[config.mk]
export PLATFORM = sky130hd
export DESIGN_NAME = adaptive_peak_valley_step_detector_core
export DESIGN_NICKNAME = d
export VERILOG_FILES = /design/src/rtl/apvsd_pkg.sv /design/src/rtl/adaptive_peak_valley_step_detector_core.sv /design/src/rtl/apvsd_adapt.sv
export VERILOG_INCLUDE_DIRS = /design/src /design/src/rtl
export SDC_FILE = /design/constraint.sdc
export NUM_CORES = 2
export LEC_CHECK = 0
export ABC_AREA = 1
export BUFFER_PORTS_ARGS = -buffer_cell sky130_fd_sc_hd__buf_4
export CORE_MARGIN = 2
export CORE_UTILIZATION = 30
export CTS_CLUSTER_DIAMETER = 200
export CTS_CLUSTER_SIZE = 16
export DETAILED_ROUTE_END_ITERATION = 6
export PLACE_DENSITY_LB_ADDON = 0.05
export SYNTH_ARGS = -nofsm -noshare
export SYNTH_HDL_FRONTEND = slang
export SYNTH_SLANG_ARGS = --single-unit
export TNS_END_PERCENT = 5
[constraint.sdc]
create_clock -name clk -period 19.9 [get_ports clk]
set_input_delay 0.995 -clock clk [delete_from_list [all_inputs] [get_ports clk]]
set_output_delay 0.995 -clock clk [all_outputs]
set_load 0.05 [all_outputs]
[src/rtl/adaptive_peak_valley_step_detector_core_macros.svh]
// Assertion macros for the adaptive peak/valley step detector.
// Included by the top level; depends on nothing else.
`ifndef ADAPTIVE_PEAK_VALLEY_STEP_DETECTOR_CORE_MACROS_SVH
`define ADAPTIVE_PEAK_VALLEY_STEP_DETECTOR_CORE_MACROS_SVH
`ifndef SYNTHESIS
// A property that must hold at every clock edge outside reset.
`define APV_ASSERT(lbl, clk, rstn, prop, msg) \
	lbl: assert property (@(posedge clk) disable iff (!rstn) (prop)) else $error(msg);
// A condition that must be followed by a consequence in the next cycle.
`define APV_ASSERT_NEXT(lbl, clk, rstn, ante, cons, msg) \
	lbl: assert property (@(posedge clk) disable iff (!rstn) (ante) |=> (cons)) else $error(msg);
`else
`define APV_ASSERT(lbl, clk, rstn, prop, msg)
`define APV_ASSERT_NEXT(lbl, clk, rstn, ante, cons, msg)
`endif
`endif

[src/rtl/apvsd_pkg.sv]
// Shared types, constants and helpers of the adaptive peak/valley step detector.
// Used by apvsd_adapt and the top level; depends on nothing else.
package apvsd_pkg;

	localparam int WINDOW_LEN = 5;
	localparam int SLOTS      = 5;
	localparam int IDX_W      = 3;   // holds a window position or a slot index
	localparam int SUM_W      = 19;  // five 16-bit values
	localparam int CFG_IDX_W  = 3;
	localparam int CFG_DATA_W = 16;

	// Reset values of the configuration registers.
	localparam logic [15:0] RST_THR_UP     = 16'd1500;
	localparam logic [15:0] RST_THR_DOWN   = 16'd500;
	localparam logic [15:0] RST_THR_WIDE   = 16'd704;
	localparam logic [15:0] RST_REST_LEVEL = 16'd1028;
	localparam logic [7:0]  RST_STRIDE     = 8'd75;
	localparam logic [7:0]  RST_TIMEOUT    = 8'd200;
	localparam logic [7:0]  RST_MIN_VALLEY = 8'd20;

	// Division by five as a multiplication by a rounded-up reciprocal.
	// Exact for every dividend below 2**22.
	localparam int          DIV5_SHIFT = 23;
	localparam logic [20:0] DIV5_MUL   = 21'd1677722;

	typedef enum logic [CFG_IDX_W-1:0] {
		REG_THR_UP     = 3'd0,
		REG_THR_DOWN   = 3'd1,
		REG_THR_WIDE   = 3'd2,
		REG_REST_LEVEL = 3'd3,
		REG_STRIDE     = 3'd4,
		REG_TIMEOUT    = 3'd5,
		REG_MIN_VALLEY = 3'd6
	} cfg_reg_t;

	typedef struct packed {
		logic [15:0] high;
		logic [15:0] low;
		logic [15:0] swing;
	} thr_t;

	function automatic logic [15:0] div5(input logic [SUM_W-1:0] x);
		logic [SUM_W+20:0] p;
		p = (SUM_W + 21)'(x) * (SUM_W + 21)'(DIV5_MUL);
		return p[DIV5_SHIFT +: 16];
	endfunction

endpackage

[src/rtl/adaptive_peak_valley_step_detector_core.sv]
// Adaptive peak/valley step detector, top level; depends on apvsd_pkg, apvsd_adapt
// and the assertion macro header. Each accepted beat is one acceleration-magnitude
// sample of a 10 ms tick and yields exactly one result beat: whether this tick
// counted a step, the running step and distance totals, and the walking flag.
// The block takes one sample per clock cycle while it is not stalled. A sample
// is captured in the input register, and once the output register is free or
// being emptied, a single pass of logic (window sum, divide by five, peak/valley
// compare and the threshold adaptation) folds it into the tracking state while
// its result is loaded into the output register, where it waits to be taken.
// A waiting result stalls the input side only
// when the input register is also full. Configuration registers are written
// through a separate valid/ready port that is always ready; write them only while
// no sample is in flight.
`include "adaptive_peak_valley_step_detector_core_macros.svh"

module adaptive_peak_valley_step_detector_core (
	input  logic                               clk,
	input  logic                               arst_n,
	input  logic                               sample_valid,
	output logic                               sample_stall,
	input  logic [15:0]                        sample,
	output logic                               result_valid,
	input  logic                               result_stall,
	output logic                               step_now,
	output logic [31:0]                        steps_total,
	output logic [31:0]                        distance_total,
	output logic                               walking,
	input  logic                               cfg_valid,
	output logic                               cfg_ready,
	input  logic [apvsd_pkg::CFG_IDX_W-1:0]    cfg_index,
	input  logic [apvsd_pkg::CFG_DATA_W-1:0]   cfg_data
);
	import apvsd_pkg::*;

	// Configuration registers.
	logic [15:0] base_up_q, base_down_q, base_wide_q, rest_q;
	logic [7:0]  stride_q, timeout_q, min_valley_q;

	// Input register.
	logic        valid_s1;
	logic [15:0] sample_s1;

	// Output register.
	logic        result_valid_q;
	logic        step_now_q;
	logic        walking_q;

	// Tracking state.
	logic [15:0]      win_q [WINDOW_LEN];
	logic [IDX_W-1:0] win_pos_q;
	logic [15:0]      prev_avg_q;
	logic [15:0]      peak_q [SLOTS];
	logic [15:0]      valley_q [SLOTS];
	logic [7:0]       vtime_q [SLOTS];
	logic [IDX_W-1:0] slot_q;
	thr_t             thr_q;
	logic [7:0]       tick_q;
	logic [31:0]      steps_q;
	logic [31:0]      dist_q;

	// Next-state values.
	logic [15:0]      win_nx [WINDOW_LEN];
	logic [IDX_W-1:0] win_pos_nx;
	logic [15:0]      prev_avg_nx;
	logic [15:0]      peak_nx [SLOTS];
	logic [15:0]      valley_nx [SLOTS];
	logic [7:0]       vtime_nx [SLOTS];
	logic [IDX_W-1:0] slot_nx;
	thr_t             thr_nx;
	logic [7:0]       tick_nx;
	logic [31:0]      steps_nx;
	logic [31:0]      dist_nx;
	logic             walk_nx;
	logic             step;

	// Per-sample intermediates.
	logic              advance;
	logic              timeout;
	logic [7:0]        now;
	logic [IDX_W-1:0]  pos_adv;
	logic [15:0]       win_wr [WINDOW_LEN];
	logic [SUM_W-1:0]  win_sum;
	logic [15:0]       cur;
	logic [15:0]       pk, vl;
	logic [7:0]        vt;
	logic signed [16:0] swing_now;
	logic              falling;
	logic              last_slot;
	logic [IDX_W-1:0]  slot_inc;
	thr_t              thr_adapt;

	// Configuration port.
	assign cfg_ready = 1'b1;

	always_ff @(posedge clk or negedge arst_n) begin
		if (!arst_n) begin
			base_up_q    <= RST_THR_UP;
			base_down_q  <= RST_THR_DOWN;
			base_wide_q  <= RST_THR_WIDE;
			rest_q       <= RST_REST_LEVEL;
			stride_q     <= RST_STRIDE;
			timeout_q    <= RST_TIMEOUT;
			min_valley_q <= RST_MIN_VALLEY;
		end else if (cfg_valid && cfg_ready) begin
			unique case (cfg_index)
				REG_THR_UP:     base_up_q    <= cfg_data;
				REG_THR_DOWN:   base_down_q  <= cfg_data;
				REG_THR_WIDE:   base_wide_q  <= cfg_data;
				REG_REST_LEVEL: rest_q       <= cfg_data;
				REG_STRIDE:     stride_q     <= cfg_data[7:0];
				REG_TIMEOUT:    timeout_q    <= cfg_data[7:0];
				REG_MIN_VALLEY: min_valley_q <= cfg_data[7:0];
				default: begin
				end
			endcase
		end
	end

	// The input register moves on whenever the output register is free or
	// is being emptied in this same cycle.
	assign advance      = valid_s1 && (!result_valid_q || !result_stall);
	assign sample_stall = valid_s1 && !advance;

	always_ff @(posedge clk or negedge arst_n) begin
		if (!arst_n) begin
			valid_s1 <= 1'b0;
		end else if (!sample_stall) begin
			valid_s1 <= sample_valid;
		end
	end

	always_ff @(posedge clk) begin
		if (sample_valid && !sample_stall) begin
			sample_s1 <= sample;
		end
	end

	apvsd_adapt u_adapt (
		.peak      (peak_q),
		.valley    (valley_q),
		.base_up   (base_up_q),
		.base_down (base_down_q),
		.base_wide (base_wide_q),
		.thr       (thr_adapt)
	);

	// Moving average: the write position advances before the new sample is
	// stored, and the average is taken over the window including it.
	always_comb begin
		pos_adv = (win_pos_q == IDX_W'(WINDOW_LEN - 1)) ? '0 : win_pos_q + 1'b1;
		win_sum = '0;
		for (int i = 0; i < WINDOW_LEN; i++) begin
			win_wr[i] = (pos_adv == IDX_W'(i)) ? sample_s1 : win_q[i];
			win_sum   = win_sum + SUM_W'(win_wr[i]);
		end
		cur = div5(win_sum);
	end

	assign timeout   = (tick_q >= timeout_q);
	assign now       = tick_q + 8'd1;
	assign pk        = peak_q[slot_q];
	assign vl        = valley_q[slot_q];
	assign vt        = vtime_q[slot_q];
	// A valley may lie above its peak, so the swing is taken signed.
	assign swing_now = $signed({1'b0, pk}) - $signed({1'b0, vl});
	assign falling   = (cur < thr_q.low) || (swing_now > $signed({1'b0, thr_q.swing}));
	assign last_slot = (slot_q == IDX_W'(SLOTS - 1));
	assign slot_inc  = slot_q + 1'b1;

	// Tracking update for the sample in the input register.
	always_comb begin
		win_nx      = win_q;
		win_pos_nx  = win_pos_q;
		prev_avg_nx = prev_avg_q;
		peak_nx     = peak_q;
		valley_nx   = valley_q;
		vtime_nx    = vtime_q;
		slot_nx     = slot_q;
		thr_nx      = thr_q;
		tick_nx     = tick_q;
		steps_nx    = steps_q;
		dist_nx     = dist_q;
		walk_nx     = walking_q;
		step        = 1'b0;

		if (timeout) begin
			// Too long without a step: drop the sample and start over. The
			// totals are kept.
			thr_nx.high  = base_up_q;
			thr_nx.low   = base_down_q;
			thr_nx.swing = base_wide_q;
			for (int i = 0; i < SLOTS; i++) begin
				peak_nx[i]   = rest_q;
				valley_nx[i] = rest_q;
				vtime_nx[i]  = '0;
			end
			for (int i = 0; i < WINDOW_LEN; i++) begin
				win_nx[i] = rest_q;
			end
			slot_nx     = '0;
			prev_avg_nx = rest_q;
			win_pos_nx  = '0;
			tick_nx     = '0;
			walk_nx     = 1'b0;
		end else begin
			win_nx     = win_wr;
			win_pos_nx = pos_adv;
			tick_nx    = now;
			if (cur >= prev_avg_q) begin
				if (cur >= pk) begin
					// New peak: the valley restarts from it.
					peak_nx[slot_q]   = cur;
					valley_nx[slot_q] = cur;
					vtime_nx[slot_q]  = now;
					prev_avg_nx       = cur;
				end else if (falling && (vt >= min_valley_q) && (pk > thr_q.high)) begin
					step     = 1'b1;
					walk_nx  = 1'b1;
					steps_nx = steps_q + 32'd1;
					dist_nx  = dist_q + 32'(stride_q);
					tick_nx  = '0;
					if (last_slot) begin
						// All slots filled: adapt and clear them.
						slot_nx = '0;
						thr_nx  = thr_adapt;
						for (int i = 0; i < SLOTS; i++) begin
							peak_nx[i]   = rest_q;
							valley_nx[i] = rest_q;
							vtime_nx[i]  = '0;
						end
					end else begin
						// The next slot starts from the base thresholds; its
						// valley time is left untouched.
						slot_nx             = slot_inc;
						peak_nx[slot_inc]   = base_up_q;
						valley_nx[slot_inc] = base_down_q;
					end
					for (int i = 0; i < WINDOW_LEN; i++) begin
						win_nx[i] = rest_q;
					end
					win_pos_nx  = '0;
					prev_avg_nx = rest_q;
				end else begin
					prev_avg_nx = cur;
				end
			end else begin
				if (cur < vl) begin
					valley_nx[slot_q] = cur;
					vtime_nx[slot_q]  = now;
				end
				prev_avg_nx = cur;
			end
		end
	end

	always_ff @(posedge clk or negedge arst_n) begin
		if (!arst_n) begin
			for (int i = 0; i < WINDOW_LEN; i++) begin
				win_q[i] <= RST_REST_LEVEL;
			end
			for (int i = 0; i < SLOTS; i++) begin
				peak_q[i]   <= RST_REST_LEVEL;
				valley_q[i] <= RST_REST_LEVEL;
				vtime_q[i]  <= '0;
			end
			win_pos_q    <= '0;
			prev_avg_q   <= RST_REST_LEVEL;
			slot_q       <= '0;
			thr_q.high   <= RST_THR_UP;
			thr_q.low    <= RST_THR_DOWN;
			thr_q.swing  <= RST_THR_WIDE;
			tick_q       <= '0;
			steps_q      <= '0;
			dist_q       <= '0;
			walking_q    <= 1'b0;
			step_now_q   <= 1'b0;
		end else if (advance) begin
			win_q      <= win_nx;
			win_pos_q  <= win_pos_nx;
			prev_avg_q <= prev_avg_nx;
			peak_q     <= peak_nx;
			valley_q   <= valley_nx;
			vtime_q    <= vtime_nx;
			slot_q     <= slot_nx;
			thr_q      <= thr_nx;
			tick_q     <= tick_nx;
			steps_q    <= steps_nx;
			dist_q     <= dist_nx;
			walking_q  <= walk_nx;
			step_now_q <= step;
		end
	end

	// The totals and the walking flag double as the result payload.
	always_ff @(posedge clk or negedge arst_n) begin
		if (!arst_n) begin
			result_valid_q <= 1'b0;
		end else if (advance) begin
			result_valid_q <= 1'b1;
		end else if (!result_stall) begin
			result_valid_q <= 1'b0;
		end
	end

	assign result_valid   = result_valid_q;
	assign step_now       = step_now_q;
	assign steps_total    = steps_q;
	assign distance_total = dist_q;
	assign walking        = walking_q;

	`APV_ASSERT_NEXT(a_advance_gives_result, clk, arst_n, advance, result_valid_q, "processed sample produced no result beat")
	`APV_ASSERT_NEXT(a_step_restarts_tick, clk, arst_n, advance && step, (tick_q == 8'd0) && walking_q && step_now_q, "counted step did not clear tick count or set walking")
	`APV_ASSERT_NEXT(a_step_counts_once, clk, arst_n, advance && step, steps_q == $past(steps_q) + 32'd1, "step counter did not advance by one on a step")
	`APV_ASSERT(a_slot_in_range, clk, arst_n, (slot_q <= IDX_W'(SLOTS - 1)) && (win_pos_q <= IDX_W'(WINDOW_LEN - 1)), "slot index or window position out of range")

endmodule

[src/rtl/apvsd_adapt.sv]
// Adapted thresholds: each one halfway between its base and the mean of the slot peaks, valleys or swings.
// Purely combinational; depends on apvsd_pkg.
module apvsd_adapt (
	input  logic [15:0]        peak [apvsd_pkg::SLOTS],
	input  logic [15:0]        valley [apvsd_pkg::SLOTS],
	input  logic [15:0]        base_up,
	input  logic [15:0]        base_down,
	input  logic [15:0]        base_wide,
	output apvsd_pkg::thr_t    thr
);
	import apvsd_pkg::*;

	logic [SUM_W-1:0]        sum_p;
	logic [SUM_W-1:0]        sum_v;
	logic signed [SUM_W:0]   sum_d;
	logic [SUM_W:0]          mag_d;
	logic [15:0]             q5;
	logic signed [17:0]      mean_d;
	logic signed [17:0]      t_d;
	logic signed [17:0]      q_d;
	logic [16:0]             t_h;
	logic [16:0]             t_l;

	always_comb begin
		sum_p = '0;
		sum_v = '0;
		for (int i = 0; i < SLOTS; i++) begin
			sum_p = sum_p + SUM_W'(peak[i]);
			sum_v = sum_v + SUM_W'(valley[i]);
		end
		// The swing sum equals the peak sum minus the valley sum.
		sum_d = $signed({1'b0, sum_p}) - $signed({1'b0, sum_v});
		// Divide the magnitude so the quotient truncates toward zero.
		mag_d = sum_d[SUM_W] ? (SUM_W + 1)'(-sum_d) : (SUM_W + 1)'(sum_d);
		q5 = div5(mag_d[SUM_W-1:0]);
		mean_d = sum_d[SUM_W] ? -$signed({2'b00, q5}) : $signed({2'b00, q5});
		t_d = mean_d + $signed({2'b00, base_wide});
		// Halving also truncates toward zero for a negative sum.
		q_d = t_d[17] ? ((t_d + 18'sd1) >>> 1) : (t_d >>> 1);

		t_h = 17'(div5(sum_p)) + 17'(base_up);
		t_l = 17'(div5(sum_v)) + 17'(base_down);
		thr.high  = t_h[16:1];
		thr.low   = t_l[16:1];
		thr.swing = q_d[15:0];
	end

endmodule

After elaboration in Yosys (flattened, before gate mapping)
Index checks and enable logic that the tools add are counted.
{"block": "totals", "elab_cells": 217, "reg_bits": 530}
{"block": "op_classes", "multipliers": 4, "muxes": 82, "add_sub_neg": 25, "n_reduce_logical": 33, "magnitude_cmp": 12, "n_bitwise": 4, "n_eq_ne": 16}
{"operator": "$mux W80", "count": 15}
{"operator": "$bwmux W80", "count": 4}
{"operator": "$mux W16", "count": 16}
{"operator": "$mux W40", "count": 6}
{"operator": "$mux W48", "count": 5}
{"operator": "$mul A19 B20 Y38 const B", "count": 4}
{"operator": "$add A19 B16 Y19", "count": 7}
{"operator": "$bmux W16 S3", "count": 2}
{"operator": "$demux W16 S3", "count": 2}
{"operator": "$add A16 B16 Y17", "count": 5}
{"operator": "$mux W8", "count": 7}
{"operator": "$bwmux W40", "count": 1}
{"operator": "$add A32 B1 Y32 const B", "count": 1}
{"operator": "$add A32 B8 Y32", "count": 1}
{"operator": "$ge A16 B16 Y1", "count": 2}
{"operator": "$lt A16 B16 Y1", "count": 2}
{"operator": "$mux W3", "count": 10}
{"operator": "$bmux W8 S3", "count": 1}
{"operator": "$demux W8 S3", "count": 1}
{"operator": "$sub A19 B19 Y20", "count": 1}
{"operator": "$add A18 B16 Y19", "count": 1}
{"operator": "$mux W19", "count": 1}
{"operator": "$neg A19 Y19", "count": 1}
{"operator": "$add A17 B16 Y18", "count": 1}
{"operator": "other kinds (32)", "count": 79}

Logic depth before layout (Yosys ltp)
{"block": "depth", "word_depth": 18, "depth_mapped": 90, "mapped_depth_nobuf": 87}

Cells and area by module
From an unflattened synthesis, not the netlist that was laid out.
{"block": "unflattened", "cells_unflattened": 8991, "area_unflattened_um2": 67024.3}
{"mod": "adaptive_peak_valley_step_detector_core", "seq_area_each_um2": 13436.6, "area_per_inst_um2": 42668.4, "instances": 1, "cells_each": 5932}
{"mod": "apvsd_adapt", "seq_area_each_um2": 0.0, "area_per_inst_um2": 24355.9, "instances": 1, "cells_each": 3059}

Least setup slack after synthesis
Ideal clock, no wire load.
{"block": "synth_path", "path_type": "reg-to-reg", "from": "register peak_q[48] (netlist bit)", "to": "register thr_q[13] (netlist bit)", "t_arrival_ns": 13.978, "setup_time_ns": 0.117, "synth_period_minus_slack_ns": 14.095, "setup_slack_ns": 5.805, "path_stages_with_launch": 81, "cell_sequence": "dfrtp_1 ha_1 inv_1 fa_1 inv_1 a31oi_1 nor2_1 o21ai_0 nand2_1 a21oi_1 o21bai_1 a21oi_1 nor2_1 nor2_1 o21ai_0 a21oi_1 o21ai_0 xnor2_1 [45 not listed] o21ai_0 a21oi_1 o21ai_0 a21oi_1 o21bai_1 nand3_1 nand2_1 nand3_1 nand2_1 xor2_1 nand2_1 nor4_1 nand2_1 xor2_1 nand2_1 nand3_1 nand2_1 nand2_1"}
{"block": "synth_between", "elab_chain_cells": 18, "elab_cells_between_ends": 31, "classes_between": "add/sub (10); mul (1); order compare (3); eq/ne (1); mux (11); reduce/logical (5)"}
{"item": "from (decl)", "line_no": "adaptive_peak_valley_step_detector_core.sv:52", "text": "logic [15:0] peak_q [SLOTS];"}
{"item": "from (signal assigned)", "line_no": "adaptive_peak_valley_step_detector_core.sv:281", "text": "peak_q <= peak_nx;"}
{"item": "$add A16 B16 Y17", "line_no": "apvsd_adapt.sv:28", "text": "sum_p = sum_p + SUM_W'(peak[i]);"}
{"item": "$add A19 B16 Y19 (3 in series)", "line_no": "apvsd_adapt.sv:28"}
{"item": "$sub A19 B19 Y20", "line_no": "apvsd_adapt.sv:32", "text": "sum_d = $signed({1'b0, sum_p}) - $signed({1'b0, sum_v});"}
{"item": "$neg A19 Y19", "line_no": "apvsd_adapt.sv:34", "text": "mag_d = sum_d[SUM_W] ? (SUM_W + 1)'(-sum_d) : (SUM_W + 1)'(sum_d);"}
{"item": "$mux W19", "line_no": "apvsd_adapt.sv:34"}
{"item": "$mul A19 B20 Y38", "line_no": "apvsd_pkg.sv:44", "text": "p = (SUM_W + 21)'(x) * (SUM_W + 21)'(DIV5_MUL);"}
{"item": "$neg A16 Y18", "line_no": "apvsd_adapt.sv:36", "text": "mean_d = sum_d[SUM_W] ? -$signed({2'b00, q5}) : $signed({2'b00, q5});"}
{"item": "$mux W18", "line_no": "apvsd_adapt.sv:36"}
{"item": "$add A18 B17 Y18", "line_no": "apvsd_adapt.sv:37", "text": "t_d = mean_d + $signed({2'b00, base_wide});"}
{"item": "$add A17 B2 Y17", "line_no": "apvsd_adapt.sv:39", "text": "q_d = t_d[17] ? ((t_d + 18'sd1) >>> 1) : (t_d >>> 1);"}
{"item": "$mux W16", "line_no": "apvsd_adapt.sv:39"}
{"item": "$mux W48", "line_no": "adaptive_peak_valley_step_detector_core.sv:222", "text": "if (last_slot) begin"}
{"item": "$mux W48", "line_no": "adaptive_peak_valley_step_detector_core.sv:216", "text": "end else if (falling && (vt >= min_valley_q) && (pk > thr_q.high)) begin"}
{"item": "$mux W48", "line_no": "adaptive_peak_valley_step_detector_core.sv:210", "text": "if (cur >= pk) begin"}
{"item": "$mux W48", "line_no": "adaptive_peak_valley_step_detector_core.sv:209", "text": "if (cur >= prev_avg_q) begin"}
{"item": "$mux W48", "line_no": "adaptive_peak_valley_step_detector_core.sv:186", "text": "if (timeout) begin"}
{"item": "to (signal assigned)", "line_no": "adaptive_peak_valley_step_detector_core.sv:285", "text": "thr_q <= thr_nx;"}
{"item": "to (decl)", "line_no": "adaptive_peak_valley_step_detector_core.sv:56", "text": "thr_t thr_q;"}
Several ways; a longest one is shown, not always the timed one. The select of a mux whose other input is x is not followed.
A chain may end at the register's enable or synchronous reset.

Worst setup path after layout
{"block": "layout_path", "from": "register valley_q[48] (netlist bit)", "to": "register thr_q[13] (netlist bit)"}
{"block": "layout_between", "elab_chain_cells": 18, "elab_cells_between_ends": 28, "classes_between": "add/sub (10); mul (1); order compare (1); mux (11); reduce/logical (5)"}
{"item": "from (decl)", "line_no": "adaptive_peak_valley_step_detector_core.sv:53", "text": "logic [15:0] valley_q [SLOTS];"}
{"item": "from (signal assigned)", "line_no": "adaptive_peak_valley_step_detector_core.sv:282", "text": "valley_q <= valley_nx;"}
{"item": "$add A16 B16 Y17", "line_no": "apvsd_adapt.sv:29", "text": "sum_v = sum_v + SUM_W'(valley[i]);"}
{"item": "$add A19 B16 Y19 (3 in series)", "line_no": "apvsd_adapt.sv:29"}
{"item": "$sub A19 B19 Y20", "line_no": "apvsd_adapt.sv:32"}
{"item": "$neg A19 Y19", "line_no": "apvsd_adapt.sv:34"}
{"item": "$mux W19", "line_no": "apvsd_adapt.sv:34"}
{"item": "$mul A19 B20 Y38", "line_no": "apvsd_pkg.sv:44"}
{"item": "$neg A16 Y18", "line_no": "apvsd_adapt.sv:36"}
{"item": "$mux W18", "line_no": "apvsd_adapt.sv:36"}
{"item": "$add A18 B17 Y18", "line_no": "apvsd_adapt.sv:37"}
{"item": "$add A17 B2 Y17", "line_no": "apvsd_adapt.sv:39"}
{"item": "$mux W16", "line_no": "apvsd_adapt.sv:39"}
{"item": "$mux W48", "line_no": "adaptive_peak_valley_step_detector_core.sv:222"}
{"item": "$mux W48", "line_no": "adaptive_peak_valley_step_detector_core.sv:216"}
{"item": "$mux W48", "line_no": "adaptive_peak_valley_step_detector_core.sv:210"}
{"item": "$mux W48", "line_no": "adaptive_peak_valley_step_detector_core.sv:209"}
{"item": "$mux W48", "line_no": "adaptive_peak_valley_step_detector_core.sv:186"}
Several ways; a longest one is shown, not always the timed one. The select of a mux whose other input is x is not followed.

==> flow_metrics.tcl <==
set metrics [dict create \
    multi_input_comb_area_sq_um 43400 \
    overflow 0 \
    worstSetupStartpointType "flop" \
    numCtsBuffers 39 \
    clock_skew_ps 50.4 \
    drc_errors 0 \
    cts_max_path_buffers 3 \
    synth_nets 9555 \
    crit_top_cell "nand2_1" \
    ys_ff_latch 530 \
    yosysSeqAreaShare_pct 21.3 \
    finalCriticalPeriod_ps 17340 \
    crit_type "reg -> reg" \
    synth_top_area_share_pct 17.4 \
    async_flop_share_pct 97.0 \
    rows 168 \
    clock_sinks 530 \
    vias 54649 \
    filler_cell_count 22725 \
    worstMarginPinSlew_ps 1260 \
    hold_viol_final 0 \
    synth_area_leader_cell "dfrtp_1" \
    grt_pass1_vias 55396 \
    rsz0062_at_grt "false" \
    synth-simple-area-share_pct 16.6 \
    io_buffers 107 \
    grt_max_degree 126 \
    timing.rr.start "valley_q[48]" \
    max_stage_delay_ps 880 \
    die_y_um 463 \
    nets 9564 \
    post_cts_buffers 0 \
    dpl.hpwl_um 202000 \
    slowest_stage "xor2_1" \
    reg2reg_depth 79 \
    antenna_found_initial 13 \
    status "finished, final reports clean" \
    setup_viol 0 \
    fin_crit_sh_pct 87.1 \
    slew_headroom_pct 15.8 \
    coreArea_sq_um 210000 \
    drtIter0Drc 4083 \
    dr.pass1.iters 6 \
    fin_util_pct 32.8 \
    syn_avg_cell_area_sq_um 7.73 \
    start_util_pct 30.2 \
    cp_max_fo 21 \
    netlist_instances 8170 \
    clkTransAtPathRegs_ps 90 \
    synth_xor_area_share_pct 4.07 \
    synth_top_family_by_area "adder cells" \
    grt_pass1_wl_um 383000 \
    ios 109 \
    final_common_cell "nand2_1" \
    synthAdderAreaFrac_pct 32.7 \
    worstSkewPairLatency_ps 700 \
    netlist_top_cells_area "dfrtp_1 17%, ha_1 16%, fa_1 16%, nand2_1 9.4%, inv_1 8.6%" \
    via_per_inst 4.96 \
    regToRegSetupSlack_ps 2560 \
    synth_area_sq_um 63200 \
    cts_resized 0 \
    slew_violations 0 \
    die_w_um 463 \
    yosysWarningCount 0 \
    synth-compound-area-share_pct 14.8 \
    wl_per_cell_um 23.5 \
    ant_nets 0 \
    max_freq_mhz 57.7 \
    drt_wl_total_um 259000 \
    drive_above_1_share_pct 5.76 \
    mostFrequentLayoutCells "1577 x nand2_1, 1448 x inv_1, 830 x ha_1" \
    place_congestion 0.907 \
    hold_path.class "in -> async" \
    h-tree-depth 2 \
    final.setup.tns_ps 0 \
    cts-root-buf "clkbuf_16" \
    end_kind "flop" \
    postCtsHoldBufs 0 \
    synth-edff-count 16 \
    synth.distinct_cells 66 \
    arrival_ps 17890 \
    synthFlopType "dfrtp_1" \
    globalRouteTotalUtil_pct 24.0 \
    regArea_sq_um 13400 \
    worst_ep_required_time_ps 20450 \
    fp.dieArea_sq_um 214000 \
    cap_violations 0 \
    area_delta_synth_final_pct 8.76 \
    reg2reg_to "thr_q[13]" \
    synthMuxAreaShare_pct 0.135 \
    cts_tree "done" \
]
worst max-delay path: cells and delay by family (launching register included):
| family | cells | cell delay [ps] |
|---|---|---|
| buffers and inverters | 12 | 1550 |
| XOR/XNOR | 6 | 2310 |
| flip-flops | 1 | 410 |
| AND/OR/NAND/NOR | 28 | 3170 |
| adder cells (fa/ha/maj) | 15 | 6180 |
| AO/OA/AOI/OAI | 18 | 3510 |
cell usage after synthesis, drive strengths merged, types with 45 or more instances:
cell type,instances
a21oi,672
a31oi,125
buf,45
clkbuf,205
dfrtp,439
dfstp,75
fa,515
ha,830
inv,1460
nand2,1613
nand3,203
nand4,51
nor2,558
nor3,71
o21ai,617
o22ai,84
xnor2,72
xor2,217
per-stage QoR:
stage | cells | hold slack (ps) | instance area [sq um] | worst slack (ps)
6_report | 11017 | 321 | 68700 | 2560
3_5_place_dp | 10943 | 464 | 67600 | 2730
5_1_grt | 11017 | 360 | 68700 | 1240
2_1_floorplan | 8170 | 448 | 63200 | 5800
4_1_cts | 11015 | 324 | 68700 | 2610
3_3_place_gp | 10943 | 458 | 67600 | 2810
final cells by class:
cell class,count,share of cell area [%]
Multi-Input combinational cell,5905,63.1
Sequential cell,530,19.6
Inverter,1485,8.12
Tap cell,2805,5.11
Timing Repair Buffer,218,2.45
Clock buffer,68,1.62
Clock inverter,4,0.0601
Antenna cell,2,0.00728
logic make-up (layout without fill, tap and decap cells):
family,Yosys count,in the layout
xor+xnor,289,289
fa+ha+maj,1345,1345
buf+inv,1735,1775
compound gates,1697,1697
mux,8,8
flops,530,530
other cells,1,3
simple gates,2565,2565
layer usage:
layer	wire [um]	vias to the layer above	global-route usage, %	share of wire, %
met4	8610	6	7.29	3.3
met1	120000	26701	33.2	46
met3	11300	245	2.47	4.4
met5	38	-	0	0.015
li1	-	26430	-	-
met2	119000	1267	39.2	46
sequential cells by signal (all words and copies together), names as in the netlist, 16 cells and up:
register and cells:
base_down_q 16, base_up_q 16, base_wide_q 16, distance_total 32, peak_q 80, prev_avg_q 16
rest_q 16, sample_s1 16, steps_total 32, thr_q 48, valley_q 80, vtime_q 40
win_q 80
worst max path at each step:
stage                 start         to  slack [ps]
4_1_cts        valley_q[48]  thr_q[13]        2610
6_report       valley_q[48]  thr_q[13]        2560
5_1_grt        valley_q[64]  thr_q[13]        1240
2_1_floorplan    peak_q[48]  thr_q[13]        5800
3_5_place_dp   valley_q[48]  thr_q[13]        2730
3_3_place_gp   win_pos_q[0]   thr_q[4]        2810
Power is not shown: default switching activity piles up to over one toggle a cycle in this logic, so the estimate is an artifact.
